## src/rtl/core/lkc_ram.sv

```systemverilog
// Generic single-port-write, single-port-read RAM with registered read data.
// No dependencies.
module lkc_ram #(
    parameter int WIDTH = 8,
    parameter int DEPTH = 16
) (
    input  logic                     clk,
    input  logic                     we,
    input  logic [$clog2(DEPTH)-1:0] wr_addr,
    input  logic [WIDTH-1:0]         wr_data,
    input  logic [$clog2(DEPTH)-1:0] rd_addr,
    output logic [WIDTH-1:0]         rd_data
);

    logic [WIDTH-1:0] mem [DEPTH];

    always_ff @(posedge clk)
    begin
        if (we)
        begin
            mem[wr_addr] <= wr_data;
        end
        rd_data <= mem[rd_addr];
    end

endmodule

```

## config.mk

```make
export PLATFORM = sky130hd
export DESIGN_NAME = lkc_ram
export DESIGN_NICKNAME = d
export VERILOG_FILES = /design/src/rtl/core/lkc_ram.sv
export SDC_FILE = /design/constraint.sdc
export NUM_CORES = 1
export LEC_CHECK = 0
export BUFFER_PORTS_ARGS = -buffer_cell sky130_fd_sc_hd__clkbuf_2
export CAP_MARGIN = 30
export CORE_MARGIN = 4
export CORE_UTILIZATION = 45
export DETAILED_ROUTE_END_ITERATION = 10
export SKIP_LAST_GASP = 1
export SLEW_MARGIN = 25
export SYNTH_ARGS = -nofsm -noshare
export SYNTH_HDL_FRONTEND = slang
export SYNTH_SLANG_ARGS = --single-unit
```

## constraint.sdc

```tcl
create_clock -name clk -period 2.2 [get_ports clk]
set_clock_uncertainty 0.1 [all_clocks]
set_input_delay 0.33 -clock clk [delete_from_list [all_inputs] [get_ports clk]]
set_output_delay 0.33 -clock clk [all_outputs]
set_load 0.02 [all_outputs]
```

### Word-level counts from Yosys, hierarchy flattened

Memories as Yosys holds them, arrays and structs flattened. A register that Yosys moved wholly into a read port is not among the register bits.
Cells that the tools add are included.

| storage, ports and cells | value |
|---|---|
| register bits after elaboration | 0 |
| RAM bits | 128 |
| input port bits | 18 |
| word-level logic and storage cells | 3 |
| memories kept | 1 |

| operators by class | value |
|---|---|
| mux-type cells | 2 |

Memory list:

| memory | depth | bits a word | rd ports | clocked after Yosys merged registers in | wr ports | line | RTL |
|---|---|---|---|---|---|---|---|
| mem | 16 | 8 | 1 | 1 | 1 | 15 | `logic [WIDTH-1:0] mem [DEPTH];` |

Operator list:

| kind | number |
|---|---|
| 1-bit 2-to-1 mux | 2 |

### Logic depth before layout (Yosys ltp)

| logic depth | value |
|---|---|
| depth in word-level cells | 2 |
| gate-level depth with buffers | 5 |
| gate-level depth less buffers | 3 |

### Worst setup path before layout

OpenSTA, ideal clock, no wires.

| path | value |
|---|---|
| path type | input-to-reg |
| start | input wr_addr[2] |
| end | memory mem[0][0] (enable) |
| library setup time | 383 ps |
| data arrival time | 1440 ps |
| required time | 1717 ps |
| slack | 277 ps |
| stages on the path | 2 |
| path buffers | 0 |
| cell sequence | or3b_2 nor3_1 |

RTL lines:

| element | line | RTL |
|---|---|---|
| start: declaration | 9 | `input logic [$clog2(DEPTH)-1:0] wr_addr,` |
| end: declaration | 15 |  |

No word-level cell before the write port.

==> metrics.txt <==
top sig layer=met4; Mean Syn Cell Area=22.48 um2; maximum fanout along the worst path=1; # diodes=0; worst reg2reg endpoint=rd_data[2]; TritonCTS clock tree=built; H-tree Lvls=4; Synth-to-Final Area Change=17.87%; Slew @ Worst Pin=0.4343 ns; yosys warns=0; Total GRT Usage=16.62%; final period utilization=68.34%; pin count of the biggest net entering global routing=24; Worst Hold End=mem[4][5]; # IOs=26; DRC viols=0; Post-DRT Antenna Nets=0; grt ovf=0; Met1 Wirelength=4371 um; final hold viol count=0; RSZ-0062 raised after global routing=no; Final Wtd Congestion=0.7175; die height=115.0 um; fraction of layout cells with a size suffix above 1=29.87%; # rows=38; HP Class=in2reg; placed cell areas=5552 um2; R2R setup slack=0.70 ns; Peak Freq=665.1 MHz; Reg2Reg Depth=3; cells after synthesis=229; antenna violations before repair=0; Max Slew Vio Count=0; Max-Cap Viols=0; Power Density=931.1 nW/um2; post_cts resized=0; Worst VDD drop=0.0004851 V; Clock Tree Root=clkbuf_16; CP Capture Type=flop; number of CTS-inserted buffers=17; PortBufs=25; first-pass GRT wire length=15,260 um; Lkg Pwr=2.078 nW; Crit path required time=2.38 ns; minimum clock period=1.503 ns; met3 wire length=553 um; Final #Nets=303; via density per instance=5.491; Worst Hold Path Cells=1; DIE AREA=13,210 um2; Initial Utilization=46.67%; outcome=complete, no violations; vias in the first global route=2,531; Hold Startpoint=wr_data[5]; Worst-path clk slew=0.05 ns; final setup fails=0; hold_buf cts=0; WL/cell=22.55 um; critical path arrival=1.69 ns; design area=6067 um2; total routed wirelength=9875 um; DRT Pass-1 Iters=4; post-CTS setup buffer count=0; maximum clock path buffer count=2; core area=11,030 um2; Design Power=5.649 mW; max_slew headroom=71.05%; crit start category=flop; Mapped Nets=247; setup TNS=0 ns; R2R Path Start=mem[2][2]; placed wire-length estimate=6282 um; Cell variety after synth=19; Die W=115.0 um; critical path start-end classification=reg2reg; vias=2,405; CTS sink cnt=136; Post-Syn Area=5147 um2; clk_lat worst skew=0.41 ns; DRT iter0 DRCs=182; routed wl met2=4833 um; share of the yosys chip area belonging to registers=77.78%; flops & latches, synth=136
## logic make-up (layout without fill, tap and decap cells)
group                  Yosys count  in the layout  synth area share (%)
AO/OA/AOI/OAI                   16             16                 2.334
buffers and inverters           10             79                 1.677
AND/OR/NAND/NOR                 35             35                 3.184
flip-flops                     136            136                 77.78
multiplexers                    32             32                 15.02
## how the worst max path moves through the flow
stage / startpoint / endpoint / slack [ns] / depth (start not counted)
2_1_floorplan: wr_addr[2] / mem[0][0] / 0.28 / 2
3_3_place_gp: rd_addr[0] / rd_data[2] / 0.31 / 5
3_5_place_dp: rd_addr[0] / rd_data[2] / 0.30 / 5
4_1_cts: mem[2][2] / rd_data[2] / 0.71 / 3
5_1_grt: mem[1][2] / rd_data[2] / 0.62 / 3
6_report: mem[2][2] / rd_data[2] / 0.70 / 3
## cell usage after synthesis
master | n | area, um2
nor3_1 | 4 | 20.02
nand3_1 | 1 | 5.000
dfxtp_1 | 8 | 160.2
buf_4 | 1 | 7.510
clkdlybuf4s25_2 | 3 | 30.03
buf_2 | 3 | 15.01
nand2b_1 | 2 | 12.51
buf_6 | 3 | 33.78
mux4_2 | 18 | 405.4
nand2_1 | 9 | 33.78
and2b_1 | 1 | 7.510
edfxtp_1 | 128 | 3844
mux4_1 | 14 | 367.9
or3b_2 | 1 | 8.760
a22oi_1 | 16 | 120.1
nor2_1 | 13 | 48.80
and2_1 | 1 | 6.260
nand3b_1 | 2 | 15.01
nor2b_1 | 1 | 6.260
## layout make-up
type	count	area [um2]
Tap cell	140	175.2
Timing Repair Buffer	47	315.3
Sequential cell	136	4004
Clock buffer	27	493.0
Clock inverter	5	22.52
Multi-Input combinational cell	83	1057
Fill cell	865	4964
## metal layers
metal / track usage, % / vias up
met5: 0 / -
met4: 6.808 / 0
met3: 4.474 / 12
met2: 24.88 / 73
met1: 23.34 / 1232
li1: - / 1088
## power breakdown
part / switching (mW) / leakage, nW / internal (mW)
combinational: 0.171 / 0.600 / 0.119
sequential: 0.0139 / 1.22 / 2.90
clock: 0.932 / 0.254 / 1.51
total: 1.12 / 2.08 / 4.53
## through the flow
step / utilization, % / instances / hold WS [ns] / setup slack, ns
global placement: 50.33 / 406 / 0.5553 / 0.3089
finish: 55.00 / 438 / 0.2426 / 0.6965
global route: 55.00 / 438 / 0.2588 / 0.6231
detailed placement: 50.33 / 406 / 0.5700 / 0.3036
floorplan: - / 229 / 0.3289 / 0.2771
CTS: 55.00 / 438 / 0.2324 / 0.7093
## state kept, by name, summed over array words and instances (netlist names)
register,flops
rd_data,8
mem,128
## critical path: stages, from the launching register on
cell and delay [ns]:
edfxtp_1 0.37, mux4_1 0.49, a22oi_1 0.33, nand2_1 0.09
## layout by cell type, fill, tap and decap left out, drive strengths merged, types with 4 or more instances in the layout
cell type | netlist | layout
a22oi | 16 | 16
buf | 7 | 22
clkbuf | 0 | 52
clkinv | 0 | 5
dfxtp | 8 | 8
edfxtp | 128 | 128
mux4 | 32 | 32
nand2 | 9 | 9
nor2 | 13 | 13
nor3 | 4 | 4
Note: power is estimated with default switching activity, not from simulation.
