<file path="src/rtl/core/lkc_pkg.sv">
// Shared constants, types and codes for the keyed LRU cache budget manager.
// No dependencies; imported by every module of the block but lkc_ram.
package lkc_pkg;

    localparam int SLOTS         = 64;
    localparam int IDX_BITS      = $clog2(SLOTS);
    localparam int CNT_BITS      = $clog2(SLOTS + 1);
    localparam int KEY_BITS      = 64;
    localparam int SIZE_BITS     = 32;
    localparam int BYTE_BITS     = 40;
    localparam int REF_BITS      = 16;
    localparam int PASS_LIMIT    = SLOTS + 2;
    localparam int PASS_BITS     = $clog2(PASS_LIMIT + 1);

    localparam int KIND_BITS     = 3;
    localparam int STATUS_BITS   = 3;
    localparam int OCNT_BITS     = 7;
    localparam int MAXE_BITS     = 7;
    localparam int CFG_IDX_BITS  = 3;
    localparam int CFG_DATA_BITS = 40;

    localparam logic [CFG_IDX_BITS-1:0] CFG_MAX_BYTES   = 3'd0;
    localparam logic [CFG_IDX_BITS-1:0] CFG_MAX_ENTRIES = 3'd1;
    localparam logic [CFG_IDX_BITS-1:0] CFG_EVICT_FULL  = 3'd2;
    localparam logic [CFG_IDX_BITS-1:0] CFG_EVICT_DUP   = 3'd3;

    typedef enum logic [KIND_BITS-1:0] {
        K_QUERY, K_STORE, K_RESERVE, K_EVICT,
        K_MARK_BAD, K_ACQUIRE, K_RELEASE, K_CHECK_READY
    } kind_t;

    typedef enum logic [STATUS_BITS-1:0] {
        ST_OK, ST_NOT_FOUND, ST_NOT_READY, ST_EXISTS,
        ST_FULL, ST_BAD_VALUE, ST_REFUSED, ST_TABLE_FULL
    } status_t;

    typedef enum logic [1:0] {
        SM_KEY, SM_OLDEST, SM_FREE, SM_DEC
    } scan_mode_t;

    typedef struct packed {
        logic [KEY_BITS-1:0]  key;
        logic                 filled;
        logic [SIZE_BITS-1:0] dsize;
        logic [SIZE_BITS-1:0] ssize;
        logic [REF_BITS-1:0]  refs;
        logic                 bad;
        logic [IDX_BITS-1:0]  rec;
    } entry_t;

    localparam int ENTRY_BITS = $bits(entry_t);

    typedef struct packed {
        logic [BYTE_BITS-1:0] max_bytes;
        logic [MAXE_BITS-1:0] max_entries;
        logic                 evict_on_full;
        logic                 evict_dup;
    } cfg_t;

    typedef struct packed {
        logic   hit;
        logic   wr;
        entry_t ent;
    } scan_res_t;

endpackage

</file>
<file path="src/rtl/core/lkc_scan.sv">
// Shared per-slot compare and rank-update unit used by every table sweep.
// Depends on lkc_pkg.
module lkc_scan (
    input  lkc_pkg::scan_mode_t           mode,
    input  logic                          valid,
    input  lkc_pkg::entry_t               ent,
    input  logic [lkc_pkg::KEY_BITS-1:0]  key,
    input  logic [lkc_pkg::IDX_BITS-1:0]  r,
    output lkc_pkg::scan_res_t            res
);
    import lkc_pkg::*;

    always_comb
    begin
        res.hit     = 1'b0;
        res.wr      = 1'b0;
        res.ent     = ent;
        res.ent.rec = ent.rec - 1'b1;
        case (mode)
            SM_KEY:    res.hit = valid && (ent.key == key);
            SM_OLDEST: res.hit = valid && (ent.rec == '0);
            SM_FREE:   res.hit = !valid;
            SM_DEC:    res.wr  = valid && (ent.rec > r);
            default:   res.hit = 1'b0;
        endcase
    end

endmodule

</file>
<file path="src/rtl/core/lkc_ctrl.sv">
// Request sequencer: drives table sweeps through the shared scan unit,
// budget checks, evictions and the result register. Depends on lkc_pkg, lkc_scan.
module lkc_ctrl (
    input  logic                              clk,
    input  logic                              rst_n,
    input  lkc_pkg::cfg_t                     cfg,
    input  logic                              in_valid,
    output logic                              in_ready,
    input  logic [lkc_pkg::KIND_BITS-1:0]     kind,
    input  logic [63:0]                       key,
    input  logic [31:0]                       data_size,
    input  logic [31:0]                       store_size,
    output logic                              out_valid,
    input  logic                              out_ready,
    output logic [lkc_pkg::STATUS_BITS-1:0]   status,
    output logic [31:0]                       hit_data_size,
    output logic [31:0]                       hit_store_size,
    output logic [lkc_pkg::OCNT_BITS-1:0]     evicted_count,
    output logic [lkc_pkg::OCNT_BITS-1:0]     used_entries,
    output logic [lkc_pkg::BYTE_BITS-1:0]     used_bytes,
    output logic                              ram_we,
    output logic [lkc_pkg::IDX_BITS-1:0]      ram_wr_addr,
    output lkc_pkg::entry_t                   ram_wr_data,
    output logic [lkc_pkg::IDX_BITS-1:0]      ram_rd_addr,
    input  lkc_pkg::entry_t                   ram_rd_data
);
    import lkc_pkg::*;

    localparam int NW = (CNT_BITS > MAXE_BITS) ? CNT_BITS : MAXE_BITS;

    typedef enum logic [4:0] {
        S_IDLE, S_SCAN, S_DISPATCH, S_TOUCH, S_WR, S_REL, S_REM, S_STORE,
        S_ROOM_N, S_OLD, S_ROOM_B, S_ROOM_B2, S_ROOM_LOOP, S_ROOM_OK,
        S_RES_ADD, S_ADD, S_DONE
    } state_t;

    state_t                 state_reg, ret_reg, ev_ret_reg;
    kind_t                  kind_reg;
    logic [KEY_BITS-1:0]    key_reg;
    logic [SIZE_BITS-1:0]   dsz_reg, ssz_reg, hd_reg, hs_reg;
    status_t                st_reg;
    logic [CNT_BITS-1:0]    ev_reg, before_reg, total_reg, cnt_reg;
    logic [IDX_BITS-1:0]    s_reg, r_reg;
    entry_t                 ent_reg;
    logic                   found_reg, fill_reg;
    scan_mode_t             mode_reg;
    logic [SLOTS-1:0]       valid_reg;
    logic [BYTE_BITS-1:0]   bytes_reg, freed_reg, need_reg, avail_reg;
    logic [PASS_BITS-1:0]   pass_reg;

    logic                   out_valid_reg;
    status_t                status_reg;
    logic [SIZE_BITS-1:0]   ohd_reg, ohs_reg;
    logic [OCNT_BITS-1:0]   oev_reg, oent_reg;
    logic [BYTE_BITS-1:0]   obytes_reg;

    logic [IDX_BITS-1:0]    p_idx;
    logic                   elem_live;
    scan_res_t              sr;

    assign p_idx     = IDX_BITS'(cnt_reg - 1'b1);
    assign elem_live = (state_reg == S_SCAN) && (cnt_reg != '0);

    lkc_scan u_scan (
        .mode  (mode_reg),
        .valid (valid_reg[p_idx]),
        .ent   (ram_rd_data),
        .key   (key_reg),
        .r     (r_reg),
        .res   (sr)
    );

    assign ram_rd_addr = cnt_reg[IDX_BITS-1:0];
    assign ram_we      = (elem_live && sr.wr) || (state_reg == S_WR);
    assign ram_wr_addr = (state_reg == S_WR) ? s_reg : p_idx;
    assign ram_wr_data = (state_reg == S_WR) ? ent_reg : sr.ent;

    assign in_ready       = (state_reg == S_IDLE);
    assign out_valid      = out_valid_reg;
    assign status         = status_reg;
    assign hit_data_size  = ohd_reg;
    assign hit_store_size = ohs_reg;
    assign evicted_count  = oev_reg;
    assign used_entries   = oent_reg;
    assign used_bytes     = obytes_reg;

    always_ff @(posedge clk or negedge rst_n)
    begin
        if (!rst_n)
        begin
            state_reg     <= S_IDLE;
            ret_reg       <= S_IDLE;
            ev_ret_reg    <= S_IDLE;
            valid_reg     <= '0;
            total_reg     <= '0;
            bytes_reg     <= '0;
            cnt_reg       <= '0;
            found_reg     <= 1'b0;
            fill_reg      <= 1'b0;
            mode_reg      <= SM_KEY;
            out_valid_reg <= 1'b0;
        end
        else
        begin
            if (out_valid_reg && out_ready && state_reg != S_DONE)
            begin
                out_valid_reg <= 1'b0;
            end
            case (state_reg)
                S_IDLE:
                begin
                    if (in_valid)
                    begin
                        kind_reg <= kind_t'(kind);
                        key_reg  <= key[KEY_BITS-1:0];
                        dsz_reg  <= data_size[SIZE_BITS-1:0];
                        ssz_reg  <= store_size[SIZE_BITS-1:0];
                        st_reg   <= (kind_t'(kind) == K_STORE
                                     && data_size[SIZE_BITS-1:0] == '0)
                                    ? ST_BAD_VALUE : ST_OK;
                        ev_reg   <= '0;
                        hd_reg   <= '0;
                        hs_reg   <= '0;
                        pass_reg <= '0;
                        if (kind_t'(kind) == K_STORE && data_size[SIZE_BITS-1:0] == '0)
                        begin
                            state_reg <= S_DONE;
                        end
                        else
                        begin
                            cnt_reg   <= '0;
                            found_reg <= 1'b0;
                            mode_reg  <= SM_KEY;
                            ret_reg   <= S_DISPATCH;
                            state_reg <= S_SCAN;
                        end
                    end
                end
                S_SCAN:
                begin
                    if (elem_live && !found_reg && sr.hit)
                    begin
                        found_reg <= 1'b1;
                        s_reg     <= p_idx;
                        ent_reg   <= ram_rd_data;
                    end
                    if (cnt_reg == CNT_BITS'(SLOTS))
                    begin
                        state_reg <= ret_reg;
                    end
                    else
                    begin
                        cnt_reg <= cnt_reg + 1'b1;
                    end
                end
                S_DISPATCH:
                begin
                    if (kind_reg == K_STORE)
                    begin
                        state_reg <= S_STORE;
                    end
                    else if (kind_reg == K_RESERVE)
                    begin
                        if (found_reg)
                        begin
                            st_reg    <= ST_EXISTS;
                            state_reg <= S_DONE;
                        end
                        else
                        begin
                            cnt_reg   <= '0;
                            found_reg <= 1'b0;
                            mode_reg  <= SM_FREE;
                            ret_reg   <= S_RES_ADD;
                            state_reg <= S_SCAN;
                        end
                    end
                    else if (!found_reg)
                    begin
                        st_reg    <= ST_NOT_FOUND;
                        state_reg <= S_DONE;
                    end
                    else
                    begin
                        case (kind_reg)
                            K_QUERY:
                            begin
                                hd_reg    <= ent_reg.dsize;
                                hs_reg    <= ent_reg.ssize;
                                st_reg    <= (ent_reg.dsize == '0) ? ST_NOT_READY : ST_OK;
                                r_reg     <= ent_reg.rec;
                                cnt_reg   <= '0;
                                mode_reg  <= SM_DEC;
                                ret_reg   <= S_TOUCH;
                                state_reg <= S_SCAN;
                            end
                            K_EVICT:
                            begin
                                if (ent_reg.refs != '0)
                                begin
                                    st_reg    <= ST_REFUSED;
                                    state_reg <= S_DONE;
                                end
                                else
                                begin
                                    ret_reg   <= S_DONE;
                                    state_reg <= S_REM;
                                end
                            end
                            K_MARK_BAD:
                            begin
                                ent_reg.bad <= 1'b1;
                                ret_reg     <= S_DONE;
                                state_reg   <= S_WR;
                            end
                            K_ACQUIRE:
                            begin
                                if (ent_reg.refs != '1)
                                begin
                                    ent_reg.refs <= ent_reg.refs + 1'b1;
                                end
                                ret_reg   <= S_DONE;
                                state_reg <= S_WR;
                            end
                            K_RELEASE:
                            begin
                                if (ent_reg.refs != '0)
                                begin
                                    ent_reg.refs <= ent_reg.refs - 1'b1;
                                end
                                ret_reg   <= S_REL;
                                state_reg <= S_WR;
                            end
                            default:
                            begin
                                if (ent_reg.bad)
                                begin
                                    st_reg <= ST_BAD_VALUE;
                                end
                                else if (!ent_reg.filled)
                                begin
                                    st_reg <= ST_NOT_READY;
                                end
                                state_reg <= S_DONE;
                            end
                        endcase
                    end
                end
                S_TOUCH:
                begin
                    ent_reg.rec <= IDX_BITS'(total_reg - 1'b1);
                    ret_reg     <= S_DONE;
                    state_reg   <= S_WR;
                end
                S_WR:
                begin
                    state_reg <= ret_reg;
                end
                S_REL:
                begin
                    if (!ent_reg.bad)
                    begin
                        state_reg <= S_DONE;
                    end
                    else if (ent_reg.refs != '0)
                    begin
                        st_reg    <= ST_REFUSED;
                        state_reg <= S_DONE;
                    end
                    else
                    begin
                        ret_reg   <= S_DONE;
                        state_reg <= S_REM;
                    end
                end
                S_REM:
                begin
                    // drop the slot, then close the gap in the ranks above it
                    valid_reg[s_reg] <= 1'b0;
                    total_reg        <= total_reg - 1'b1;
                    bytes_reg        <= bytes_reg - BYTE_BITS'(ent_reg.ssize);
                    ev_reg           <= ev_reg + 1'b1;
                    r_reg            <= ent_reg.rec;
                    cnt_reg          <= '0;
                    mode_reg         <= SM_DEC;
                    state_reg        <= S_SCAN;
                end
                S_STORE:
                begin
                    if (!found_reg)
                    begin
                        fill_reg  <= 1'b0;
                        state_reg <= S_ROOM_N;
                    end
                    else if (ent_reg.filled)
                    begin
                        if (!cfg.evict_dup)
                        begin
                            st_reg    <= ST_EXISTS;
                            state_reg <= S_DONE;
                        end
                        else if (ent_reg.refs != '0)
                        begin
                            st_reg    <= ST_REFUSED;
                            state_reg <= S_DONE;
                        end
                        else
                        begin
                            fill_reg  <= 1'b0;
                            ret_reg   <= S_ROOM_N;
                            state_reg <= S_REM;
                        end
                    end
                    else
                    begin
                        fill_reg   <= 1'b1;
                        before_reg <= ev_reg;
                        state_reg  <= S_ROOM_N;
                    end
                end
                S_ROOM_N:
                begin
                    if (NW'(cfg.max_entries) <= NW'(total_reg))
                    begin
                        if (!cfg.evict_on_full)
                        begin
                            st_reg    <= ST_FULL;
                            state_reg <= S_DONE;
                        end
                        else
                        begin
                            ev_ret_reg <= S_ROOM_B;
                            cnt_reg    <= '0;
                            found_reg  <= 1'b0;
                            mode_reg   <= SM_OLDEST;
                            ret_reg    <= S_OLD;
                            state_reg  <= S_SCAN;
                        end
                    end
                    else
                    begin
                        state_reg <= S_ROOM_B;
                    end
                end
                S_OLD:
                begin
                    if (!found_reg)
                    begin
                        st_reg    <= ST_FULL;
                        state_reg <= S_DONE;
                    end
                    else if (ent_reg.refs != '0)
                    begin
                        st_reg    <= ST_REFUSED;
                        state_reg <= S_DONE;
                    end
                    else
                    begin
                        freed_reg <= freed_reg + BYTE_BITS'(ent_reg.ssize);
                        ret_reg   <= ev_ret_reg;
                        state_reg <= S_REM;
                    end
                end
                S_ROOM_B:
                begin
                    avail_reg <= (cfg.max_bytes > bytes_reg) ? (cfg.max_bytes - bytes_reg) : '0;
                    state_reg <= S_ROOM_B2;
                end
                S_ROOM_B2:
                begin
                    if (BYTE_BITS'(ssz_reg) > avail_reg)
                    begin
                        if (!cfg.evict_on_full)
                        begin
                            st_reg    <= ST_FULL;
                            state_reg <= S_DONE;
                        end
                        else
                        begin
                            need_reg  <= BYTE_BITS'(ssz_reg) - avail_reg;
                            freed_reg <= '0;
                            state_reg <= S_ROOM_LOOP;
                        end
                    end
                    else
                    begin
                        state_reg <= S_ROOM_OK;
                    end
                end
                S_ROOM_LOOP:
                begin
                    if (freed_reg < need_reg)
                    begin
                        ev_ret_reg <= S_ROOM_LOOP;
                        cnt_reg    <= '0;
                        found_reg  <= 1'b0;
                        mode_reg   <= SM_OLDEST;
                        ret_reg    <= S_OLD;
                        state_reg  <= S_SCAN;
                    end
                    else
                    begin
                        state_reg <= S_ROOM_OK;
                    end
                end
                S_ROOM_OK:
                begin
                    if (!fill_reg)
                    begin
                        cnt_reg   <= '0;
                        found_reg <= 1'b0;
                        mode_reg  <= SM_FREE;
                        ret_reg   <= S_ADD;
                        state_reg <= S_SCAN;
                    end
                    else if (ev_reg != before_reg)
                    begin
                        // the reserved slot may be gone: search the key again
                        pass_reg <= pass_reg + 1'b1;
                        if (pass_reg + 1'b1 == PASS_BITS'(PASS_LIMIT))
                        begin
                            fill_reg  <= 1'b0;
                            state_reg <= S_ROOM_N;
                        end
                        else
                        begin
                            cnt_reg   <= '0;
                            found_reg <= 1'b0;
                            mode_reg  <= SM_KEY;
                            ret_reg   <= S_STORE;
                            state_reg <= S_SCAN;
                        end
                    end
                    else
                    begin
                        ent_reg.filled <= 1'b1;
                        ent_reg.dsize  <= dsz_reg;
                        ent_reg.ssize  <= ssz_reg;
                        bytes_reg      <= bytes_reg + BYTE_BITS'(ssz_reg);
                        ret_reg        <= S_DONE;
                        state_reg      <= S_WR;
                    end
                end
                S_RES_ADD:
                begin
                    if (!found_reg)
                    begin
                        st_reg    <= ST_TABLE_FULL;
                        state_reg <= S_DONE;
                    end
                    else
                    begin
                        ent_reg.key      <= key_reg;
                        ent_reg.filled   <= 1'b0;
                        ent_reg.dsize    <= '0;
                        ent_reg.ssize    <= '0;
                        ent_reg.refs     <= '0;
                        ent_reg.bad      <= 1'b0;
                        ent_reg.rec      <= IDX_BITS'(total_reg);
                        valid_reg[s_reg] <= 1'b1;
                        total_reg        <= total_reg + 1'b1;
                        ret_reg          <= S_DONE;
                        state_reg        <= S_WR;
                    end
                end
                S_ADD:
                begin
                    if (!found_reg)
                    begin
                        st_reg    <= ST_TABLE_FULL;
                        state_reg <= S_DONE;
                    end
                    else
                    begin
                        ent_reg.key      <= key_reg;
                        ent_reg.filled   <= 1'b1;
                        ent_reg.dsize    <= dsz_reg;
                        ent_reg.ssize    <= ssz_reg;
                        ent_reg.refs     <= '0;
                        ent_reg.bad      <= 1'b0;
                        ent_reg.rec      <= IDX_BITS'(total_reg);
                        valid_reg[s_reg] <= 1'b1;
                        total_reg        <= total_reg + 1'b1;
                        bytes_reg        <= bytes_reg + BYTE_BITS'(ssz_reg);
                        ret_reg          <= S_DONE;
                        state_reg        <= S_WR;
                    end
                end
                S_DONE:
                begin
                    // hold until the result register is free
                    if (!out_valid_reg || out_ready)
                    begin
                        out_valid_reg <= 1'b1;
                        status_reg    <= st_reg;
                        ohd_reg       <= hd_reg;
                        ohs_reg       <= hs_reg;
                        oev_reg       <= OCNT_BITS'(ev_reg);
                        oent_reg      <= OCNT_BITS'(total_reg);
                        obytes_reg    <= bytes_reg;
                        state_reg     <= S_IDLE;
                    end
                end
                default:
                begin
                    state_reg <= S_IDLE;
                end
            endcase
        end
    end

endmodule

</file>
<file path="config.mk">
export PLATFORM = sky130hd
export DESIGN_NAME = lkc_ctrl
export DESIGN_NICKNAME = d
export VERILOG_FILES = /design/src/rtl/core/lkc_pkg.sv /design/src/rtl/core/lkc_scan.sv /design/src/rtl/core/lkc_ctrl.sv
export SDC_FILE = /design/constraint.sdc
export NUM_CORES = 2
export LEC_CHECK = 0
export ABC_AREA = 1
export BUFFER_PORTS_ARGS = -buffer_cell sky130_fd_sc_hd__buf_2
export CAP_MARGIN = 20
export CORE_ASPECT_RATIO = 0.9
export CORE_MARGIN = 4
export CORE_UTILIZATION = 30
export CTS_CLUSTER_DIAMETER = 40
export DETAILED_ROUTE_END_ITERATION = 16
export PLACE_DENSITY = 0.49
export SYNTH_ARGS = -nofsm -noshare
export SYNTH_HDL_FRONTEND = slang
export SYNTH_SLANG_ARGS = --single-unit
</file>
<file path="constraint.sdc">
create_clock -name clk -period 12.37 [get_ports clk]
set_input_delay 1.8555 -clock clk [delete_from_list [all_inputs] [get_ports clk]]
set_output_delay 1.8555 -clock clk [all_outputs]
set_load 0.05 [all_outputs]
</file>
# ---- Yosys cells after proc, flatten, opt, wreduce, memory -nomap -nowiden
# Cells that the tools add are included.
dict set report totals {
  inputBits 336
  elab_cells 398
  output_inout_bits 288
  register_bits 762
}
dict set report classes {
  add_sub_neg 14
  n_bitwise 4
  n_eq_ne 78
  reduce_logical 71
  n_lt_le_gt_ge 8
  muxes 184
}
# op count
set op_table {}
lappend op_table {{$mux 152} 4}
lappend op_table {{$mux 32} 9}
lappend op_table {{$mux 40} 7}
lappend op_table {{$pmux 65 s4} 1}
lappend op_table {{$mux 5} 45}
lappend op_table {{$pmux 64 s3} 1}
lappend op_table {{$mux 65} 2}
lappend op_table {{$pmux 32 s2} 2}
lappend op_table {{$pmux 64 s2} 1}
lappend op_table {{$mux 7} 18}
lappend op_table {{$pmux 40 s3} 1}
lappend op_table {{$add 40x32->40} 2}
lappend op_table {{$pmux 40 s2} 1}
lappend op_table {{$pmux 5 s16} 1}
lappend op_table {{$pmux 17 s4} 1}
lappend op_table {{$and 64x64->64} 1}
lappend op_table {{$eq 64x64->1} 1}
lappend op_table {{$logic_not 32->1} 2}
lappend op_table {{$mux 64} 1}
lappend op_table {{$not 64->64} 1}
lappend op_table {{$or 64x64->64} 1}
lappend op_table {{$mux 3} 18}
lappend op_table {{$ne 2x2->1 const B} 26}
lappend op_table {{$mux 17} 3}
lappend op_table {{other kinds (87)} 209}

# ---- Depth between registers and ports, before layout
dict set report logic_depth {
  word_depth 8
  mapped_depth 27
}

# ---- Hierarchy
# A second synthesis with hierarchy kept.
dict set report hier_totals {
  cells_unflattened 6068
  hier_area_um2 48019.8
}
# mod instances cells_each area_each_um2 seq_area_each_um2
set modules_own_cells {}
lappend modules_own_cells {lkc_ctrl 1 5549 45356.0 22141.2}
lappend modules_own_cells {lkc_scan 1 519 2663.8 0.0}

# ---- Worst setup path after synthesis
# Ideal clock, no wire load.
dict set report synth_timing {
  path_kind {input -> register}
  from {input rst_n}
  to {register dsz_reg[0] (enable)}
  setup_time_ps 781
  path_stages 2
  slack_ps 610
  arrival_ps 10979
  required_ps 11589
  cell_sequence {clkinv_1 -> nor3_1}
}
dict set report synth_between {
  elab_chain_cells 1
}
# item line
set synth_rtl {}
lappend synth_rtl {{from (decl)} lkc_ctrl.sv:5} ;# input logic rst_n,
lappend synth_rtl {{$reduce_and 3->1 (no line)} n/a}
lappend synth_rtl {{to (signal assigned)} lkc_ctrl.sv:116} ;# dsz_reg <= data_size[SIZE_BITS-1:0];
lappend synth_rtl {{to (decl)} lkc_ctrl.sv:40} ;# logic [SIZE_BITS-1:0] dsz_reg, ssz_reg, hd_reg, hs_reg;
# No other way between the ends.
# A chain may end at the register's enable or synchronous reset.

# ---- Final worst setup path
dict set report layout_timing {
  from {register cnt_reg[0]}
  to {output ram_we}
}
dict set report layout_between {
  elab_chain_cells 7
  elab_cells_between_ends 9
  cone_classes {add/sub (1); mux (3); reduce/logical (5)}
}
# item line
set layout_rtl {}
lappend layout_rtl {{from (decl)} lkc_ctrl.sv:42} ;# logic [CNT_BITS-1:0] ev_reg, before_reg, total_reg, cnt_reg;
lappend layout_rtl {{from (signal assigned)} lkc_ctrl.sv:153} ;# cnt_reg <= cnt_reg + 1'b1;
lappend layout_rtl {{$sub 6x1->6} lkc_ctrl.sv:61} ;# assign p_idx = IDX_BITS'(cnt_reg - 1'b1);
lappend layout_rtl {{$bmux 1 s6} lkc_ctrl.sv:66} ;# .valid (valid_reg[p_idx]),
lappend layout_rtl {{$mux 1 (implied by the code)} lkc_ctrl.sv:66}
lappend layout_rtl {{$logic_and 1x1->1} lkc_scan.sv:23} ;# SM_DEC: res.wr = valid && (ent.rec > r);
lappend layout_rtl {{$mux 1} lkc_scan.sv:19} ;# case (mode)
lappend layout_rtl {{$logic_and 1x1->1 *} lkc_ctrl.sv:74} ;# assign ram_we = (elem_live && sr.wr) || (state_reg == S_WR);
lappend layout_rtl {{$logic_or 1x1->1 *} lkc_ctrl.sv:74}
lappend layout_rtl {{to (decl)} lkc_ctrl.sv:21} ;# output logic ram_we,
# Mark *: on every way between the ends. The rest lies on a longest branch, timed or not. The select of a mux whose other input is x is not followed.

==> impl_metrics.toml <==
[clock_network]
root_buffer = "clkbuf_16"
cts_tree = "done"
numCtsBuffers = 147
clkTransAtPathRegs_ns = 0.05
cts_sinks = 760
htree_levels = 4
cts.repair.resized = 0
post_cts_buffers = 0
insertion_delay_ns = 0.78
hold_buffers = 0
cts.path.max_buffers = 3

[synth]
synthDistinctLibCells = 65
synth_fp_nets = 5906
syn_area_um2 = 45100
async_reset_ff_frac = 0.179
syn-instance-count = 5346
synth-main-ff-cell = "edfxtp_1"
ys_seq_area_frac = 0.491
yosysWarnings = 0
ys_seq_elements = 760
synth_edf_count = 624
avgSynthCellArea_um2 = 8.43

[global_routing]
grt_pass1_wl_um = 263000
grt_overflow = 0
grt_pass1_vias = 39300
antenna_found_initial = 24
track_usage = 0.226
grt_max_degree = 132

[hold_path]
hold_start = "hd_reg[20]"
holdPathEnd = "hit_data_size[20]"
min_path_type = "reg2reg"
min_path_cells = 0

[critical_path]
cp.required_ns = 10.51
slowest_stage = "ha_1"
crit_path_start_kind = "flop"
cpMostUsedCell = "nand3_1"
r2r_setup_slack_ns = 6.79
cp_max_fo = 47
reg2reg_to = "bytes_reg[32]"
cpPeakStageDelay_ns = 0.75
worst-setup-path-type = "reg2out"
rr_startpoint = "state_reg[4]"
arrival_ns = 4.65
reg2reg_depth = 21
cp-end-kind = "output port"
critical_path.startpoint = "cnt_reg[0]"
crit_path_cell_trace = "buf_4 -> inv_2 -> ha_1 -> inv_2 -> nor2_1 -> o21ai_0 -> nand3_1 -> nand3_1 -> nand3_1 -> nand3_1 -> nand2_1 -> nand4_1 -> o21ai_0 -> buf_2"

[flow_run]
maxCapViolCount = 0

[timing]
slew-limit-headroom = 0.214
min_period_ns = 6.51
worst_pin_slew_ns = 1.18
hold_slack_ns = 0.401
hold_violations = 0
fin_crit_sh = 0.526
finalSetupViolCount = 0
fmax_mhz = 154
rsz0062_at_grt = "false"
worst_slack_ns = 5.86
slew_violations = 0
skew_ns = 0.0584
finalSetupTns_ns = 0

[route]
wl_per_cell_um = 22.5
ant_nets = 0
dr.pass1.iters = 6
drc = 0
wl_um = 183000
drtIter0Drc = 3052
vias_per_cell = 4.96
vias = 40300

[placed_design]
place_ws_ns = 6.65
io_buffer_count = 623
dp_hpwl_um = 144000
place_inst = 7845
place_congestion = 0.960

[cells_and_area]
num-fill-cells = 15400
drive_gt1_frac = 0.161
nets = 6583
largest_reg_flops = 152
syn_to_final_growth_pct = 23.3
final_cells = 8133

[pwr]
power_density_nw_per_um2 = 200
irDropWorstVdd_mv = 0.148
p_leak_nw = 24.3

[die]
core-area_um2 = 149000
io-pin-count = 624
dieArea_um2 = 156000
initial_core_util = 0.303
die_w_um = 417
num_rows = 134
die_h_um = 376

[run_status]
status = "finished, final reports clean"
-- cell families after synthesis --
group                    after synthesis  synth area share
AND/OR/NAND/NOR                     2200             0.201
AO/OA/AOI/OAI                       1129             0.141
buffers and inverters                896            0.0764
flip-flops                           760             0.491
adder cells (fa/ha/maj)              224            0.0630
XOR/XNOR                             130            0.0258
multiplexers                           7           0.00156
-- critical path: cells and delay by family, from the launching register on --
family / cells / cell delay [ns]
DFF: 1 / 0.32
and+or+nand+nor: 7 / 0.88
adders and majority gates: 1 / 0.75
buffers and inverters: 4 / 1.37
AOI/OAI and AO/OA: 2 / 0.52
-- per-layer routing --
metal,track usage,up-vias,wire [um]
met2,0.385,1300,87800
li1,-,19500,-
met5,0,-,0
met3,0.0344,332,9160
met1,0.286,19200,77600
met4,0.0982,0,8500
-- layout by cell type, fill, tap and decap left out, drive strengths merged, types with 47 or more instances in the layout --
cell type / Yosys / final
nand2: 1199 / 1199
clkinv: 6 / 48
ha: 219 / 219
clkbuf: 98 / 172
o21ai: 496 / 496
nor2: 592 / 592
a31oi: 55 / 55
nand4: 57 / 57
nand3: 205 / 205
inv: 754 / 781
xnor2: 47 / 47
a21oi: 364 / 364
dfrtp: 136 / 136
xor2: 83 / 83
nor3: 76 / 76
edfxtp: 624 / 624
buf: 38 / 664
-- power breakdown --
group | switching, mW | internal [mW]
sequential | 0.280 | 3.28
clock | 1.54 | 2.53
combinational | 2.57 | 0.937
total | 4.39 | 6.75
-- Yosys cell counts (9+ instances only) --
cell type,number,area (um2)
xor2_1,81,709
o31ai_1,13,97.6
ha_1,219,2740
o22ai_1,16,100
a31oi_1,55,344
or2_2,24,150
nor2_1,583,2190
o21bai_1,28,210
nand2_1,1198,4500
nand3_1,197,986
clkbuf_1,97,364
o21a_1,31,233
inv_2,16,60.1
inv_1,738,2770
a21o_1,24,180
a21oi_1,361,1810
buf_4,9,67.6
a22o_1,31,272
xnor2_1,46,403
nand4_1,57,357
edfxtp_1,624,18700
dfrtp_1,136,3400
o211ai_1,16,120
nor3_1,71,355
nor4_1,31,194
o21ai_0,469,2350
o21ai_1,25,125
buf_2,23,115
a21boi_0,9,67.6
-- stage by stage --
step                      power (mW)  area, um2  utilization
after floorplan                 5.84      45100            -
after global placement          7.10      50500        0.339
after detailed placement        7.08      50500        0.339
after CTS                       11.2      55500        0.373
after global routing            11.7      55600        0.374
final                           11.1      55600        0.374
-- worst max-delay path by stage --
stage	to	slack, ns
2_1_floorplan	dsz_reg[0]	0.61
3_3_place_gp	ram_we	6.73
3_5_place_dp	ram_we	6.65
4_1_cts	ram_we	5.78
5_1_grt	ram_we	5.52
6_report	ram_we	5.86
-- area by class of cell --
class | count | area, um2 | area share
multi-input combinational | 3690 | 19600 | 0.352
tap | 1972 | 2470 | 0.0444
timing repair buffer | 664 | 3450 | 0.0620
inverter | 760 | 2860 | 0.0514
antenna | 14 | 35.0 | 0.000631
clock inverter | 101 | 1250 | 0.0224
sequential | 760 | 22100 | 0.399
clock buffer | 172 | 3790 | 0.0683
Power figures use the tool's default switching activity.
